<file path="src/rtl/slsi_sqrt_pipe.sv">
// Pipelined integer square root of a 64-bit value, one result bit per stage.
module slsi_sqrt_pipe (
  input  logic        clk,
  input  logic        rst_n,
  input  logic        en,
  input  logic        in_valid,
  input  logic [63:0] in_radicand,
  output logic        out_valid,
  output logic [31:0] out_root
);

  // Stage s decides root bit 31-s using a restoring step on the remainder.
  logic        vld_r  [1:32];
  logic [63:0] rem_r  [1:31];
  logic [31:0] root_r [1:32];

  for (genvar s = 0; s < 32; s++) begin : g_stage
    logic        v_i;
    logic [63:0] rem_i;
    logic [31:0] root_i;
    logic [65:0] trial;
    logic [65:0] cur;
    logic        fits;

    if (s == 0) begin : g_head
      assign v_i    = in_valid;
      assign rem_i  = in_radicand;
      assign root_i = '0;
    end else begin : g_body
      assign v_i    = vld_r[s];
      assign rem_i  = rem_r[s];
      assign root_i = root_r[s];
    end

    always_comb begin
      // Trial value (4*root + 1) << 2*(31-s), compared against the remainder.
      trial = ({32'd0, root_i, 2'b01}) << (2 * (31 - s));
      cur   = {2'b00, rem_i};
      fits  = cur >= trial;
    end

    always_ff @(posedge clk) begin
      if (!rst_n) begin
        vld_r[s+1] <= 1'b0;
      end else if (en) begin
        vld_r[s+1] <= v_i;
      end
      if (en) begin
        root_r[s+1] <= {root_i[30:0], fits};
      end
    end

    // The last stage needs no remainder.
    if (s < 31) begin : g_rem
      always_ff @(posedge clk) begin
        if (en) begin
          rem_r[s+1] <= fits ? 64'(cur - trial) : rem_i;
        end
      end
    end
  end

  assign out_valid = vld_r[32];
  assign out_root  = root_r[32];

endmodule

</file>
<file path="config.mk">
export PLATFORM = sky130hd
export DESIGN_NAME = slsi_sqrt_pipe
export DESIGN_NICKNAME = d
export VERILOG_FILES = /design/src/rtl/slsi_sqrt_pipe.sv
export SDC_FILE = /design/constraint.sdc
export NUM_CORES = 2
export LEC_CHECK = 0
export BUFFER_PORTS_ARGS = -buffer_cell sky130_fd_sc_hd__buf_2
export CAP_MARGIN = 20
export CORE_MARGIN = 1
export CORE_UTILIZATION = 64
export CTS_CLUSTER_SIZE = 25
export DETAILED_ROUTE_END_ITERATION = 8
export PLACE_DENSITY = 0.84
export SLEW_MARGIN = 20
export SYNTH_ARGS = -nofsm -noshare
export SYNTH_HDL_FRONTEND = slang
export SYNTH_SLANG_ARGS = --single-unit
</file>
<file path="constraint.sdc">
create_clock -name clk -period 4.05 [get_ports clk]
set_input_delay 1.0125 -clock clk [delete_from_list [all_inputs] [get_ports clk]]
set_output_delay 1.0125 -clock clk [all_outputs]
set_load 0.005 [all_outputs]
</file>
==> results.cfg <==
[outcome]
status = complete, but fails checks
violations = design-rule violations

[floorplan]
die-area_um2 = 193000
core-area_um2 = 190000
io-pin-count = 101
dieHeight_um = 440
die_w_um = 440
rows = 160
start_util_pct = 64.5

[worst_setup_path]
regToRegSetupSlack_ns = 0.12
crit_required_ns = 4.71
crit_start = rem_r[1][46]
setup.worst_path.start_class = flip-flop
end_kind = flip-flop
timing.rr.start = rem_r[1][46]
rr_worst_depth = 11
r2r-end = rem_r[1][118]
cp.arrival_ns = 4.59
crit_fanout = 12
crit_end = rem_r[1][118]
crit_type = flip-flop to flip-flop

[timing]
rsz0062_at_grt = no
tightestPinTransition_ns = 0.972
layout_min_cycle_time_ns = 3.93
finalHoldViolCount = 0
min_period_over_period_pct = 96.9
slew_headroom_pct = 34.8
finalMaxSlewViolations = 0
timing.final.ws_setup_ns = 0.124
fin_tns_setup_ns = 0
fmax_mhz = 255
setup_viol = 0
clock_skew_ns = 0.0863

[clock_tree]
cts-root-buf = clkbuf_16
cts_setup_buffers = 0
cts.sinks = 2544
clockBufferDepth = 4
h-tree-depth = 5
cts_tree = done
numCtsBuffers = 275
clock_latency_ns = 0.95
clk_pin_slew_ns = 0.06

[global_routing]
grtUsageTotal_pct = 33.2
grt_max_degree = 124
grt_pass1_vias = 81178
grt_pass1_wl_um = 485000
grt-ovfl-total = 0
antenna_found_initial = 14

[power_and_ir_drop]
p_sw_share_pct = 30.2
switchingPower_uw = 23300
seqPwrFrac_pct = 47.2
p_per_area_nw_per_um2 = 569
ir_drop_uv = 554
intPower_uw = 54000
p_clk_share_pct = 30.6
power_frac_comb_pct = 22.2
leakage_uw = 0.0515
total_power_uw = 77300

[route]
drt_iter0_drc = 9221
drc = 1
antenna_left = 0
wire_per_inst_um = 25.0
viasPerCell = 6.44
wirelength_um = 324000
dr_total_vias = 83467
firstDrtPassIters = 9

[cells_and_area]
final_cell_mix = edfxtp_1, nor2_1, a21oi_1
drive_above_1_share_pct = 8.06
multi_input_area_um2 = 42800
seqCellArea_um2 = 76400
nFillCells = 12409
final_nets = 10873
area_delta_synth_final_pct = 10.8
mostFrequentLayoutCell = edfxtp_1

[yosys]
synthAdderAreaFrac_pct = 5.69
ys_seq_area_share_pct = 62.3
netlist_area_um2 = 123000
yosys_warnings = 0
synth_xor_area_share_pct = 6.18
synth_seq_cells = 2544
syn_area_per_cell_um2 = 12.4
synthesis.nets = 10496
synth_top_family_by_area = simple AND/OR/NAND/NOR gates
yosysUniqueCellTypes = 101
synth_compound_area_share_pct = 9.74
syn-instance-count = 9870
synthSimpleGateAreaFrac_pct = 12.7
synthArstFlopShare_pct = 0
synth_edf_count = 2544
muxShareOfSynthArea_pct = 0.577
ys.flop_type = edfxtp_1

[placed_design]
dp_hpwl_um = 239000
gp_congestion = 0.993
pre_cts_ws_ns = 0.151
numPortBuffers = 100

[hold_path]
min_path_type = primary input to flip-flop

[run]
cap_violations = 0
[final cells by class]
type | count | share of cell area, %
Inverter | 698 | 1.93
Multi-Input combinational cell | 6406 | 31.5
Clock buffer | 334 | 5.27
Clock inverter | 130 | 0.842
Tap cell | 2511 | 2.31
Sequential cell | 2544 | 56.2
Timing Repair Buffer | 322 | 1.92
Antenna cell | 8 | 0.0147
[worst max-delay path, stage by stage (launching register included)]
cell and delay, ns:
edfxtp_1 0.45, ha_1 0.43, nand4_1 0.48, nor4_1 0.53, nand4_1 0.15, o21ai_0 0.26, nor4_1 0.10, o31a_2 0.21
inv_2 0.16, o211ai_2 0.22, nor4_1 0.48, xor2_1 0.17
[worst min path at each step]
stage	startpoint	to	slack (ns)	cells after the start
floorplan	rem_r[0][642]	rem_r[0][706]	0.42	0
global placement	rem_r[0][918]	rem_r[0][982]	0.43	0
detailed placement	rem_r[1][213]	rem_r[1][277]	0.43	0
CTS	in_radicand[23]	rem_r[0][87]	0.18	1
global route	in_radicand[8]	rem_r[0][72]	0.21	1
finish	in_radicand[16]	rem_r[0][80]	0.25	1
[registers in the layout, indices dropped and copies added (netlist names)]
| signal | flops |
|---|---|
| root_r | 528 |
| rem_r | 1984 |
| vld_r | 32 |
[Yosys cell counts, types with 42 or more instances]
| cell | n | area [um2] |
|---|---|---|
| o211ai_1 | 44 | 330 |
| a21oi_1 | 694 | 3470 |
| o21a_1 | 98 | 736 |
| and3_1 | 81 | 507 |
| o21bai_1 | 42 | 315 |
| or4_1 | 78 | 586 |
| nor4b_1 | 45 | 394 |
| nand2b_1 | 89 | 557 |
| xnor2_1 | 508 | 4450 |
| nor3_1 | 236 | 1180 |
| nand4_1 | 208 | 1300 |
| nand2_1 | 609 | 2290 |
| nor4_1 | 350 | 2190 |
| o31ai_1 | 52 | 390 |
| mux2_2 | 52 | 586 |
| nor2b_1 | 84 | 526 |
| edfxtp_1 | 2544 | 76400 |
| xor2_1 | 357 | 3130 |
| a31oi_1 | 49 | 307 |
| or2_2 | 43 | 269 |
| nand3_1 | 179 | 896 |
| or3_1 | 93 | 582 |
| clkbuf_1 | 175 | 657 |
| a21o_1 | 258 | 1940 |
| nor2_1 | 715 | 2680 |
| o21ai_0 | 399 | 2000 |
| a211oi_1 | 56 | 420 |
| inv_1 | 691 | 2590 |
| ha_1 | 558 | 6980 |
[repair_timing]
action / CTS / global route
endpoints found under the setup margin: 0 / 31
hold buffers: 0 / 0
gates resized for setup: 0 / 8
[kinds of logic (layout without fill, tap and decap cells)]
family	after synthesis	count (layout)
other cells	0	8
buf+inv	920	1484
xor+xnor	865	865
simple gates	3000	3000
mux	64	64
flops	2544	2544
compound gates	1919	1919
fa+ha+maj	558	558
[per-stage QoR]
stage | cells | util, % | hold slack, ns | area [um2]
floorplan | 9870 | - | 0.417 | 123000
global placement | 12481 | 67.1 | 0.426 | 128000
detailed placement | 12481 | 67.1 | 0.427 | 128000
CTS | 12945 | 71.4 | 0.184 | 136000
global route | 12947 | 71.5 | 0.212 | 136000
finish | 12953 | 71.5 | 0.247 | 136000
[power by group through the flow]
stage	Combinational (uW)	Sequential (uW)	Clock (uW)
after global routing	18700	36700	24800
after floorplan	11900	35300	0
after CTS	16900	36400	23900
after global placement	16300	36800	0
final	17100	36500	23700
after detailed placement	16600	36900	0
[metal layers]
metal  up-vias  part of all wire [%]  track usage, %
li1      37821                     -               -
met1     40404                    37            40.1
met2      4231                    49            56.3
met3      1001                   7.8            6.04
met4        10                   6.4            18.8
met5         -                 0.021               0
(Power assumes the default switching activity.)
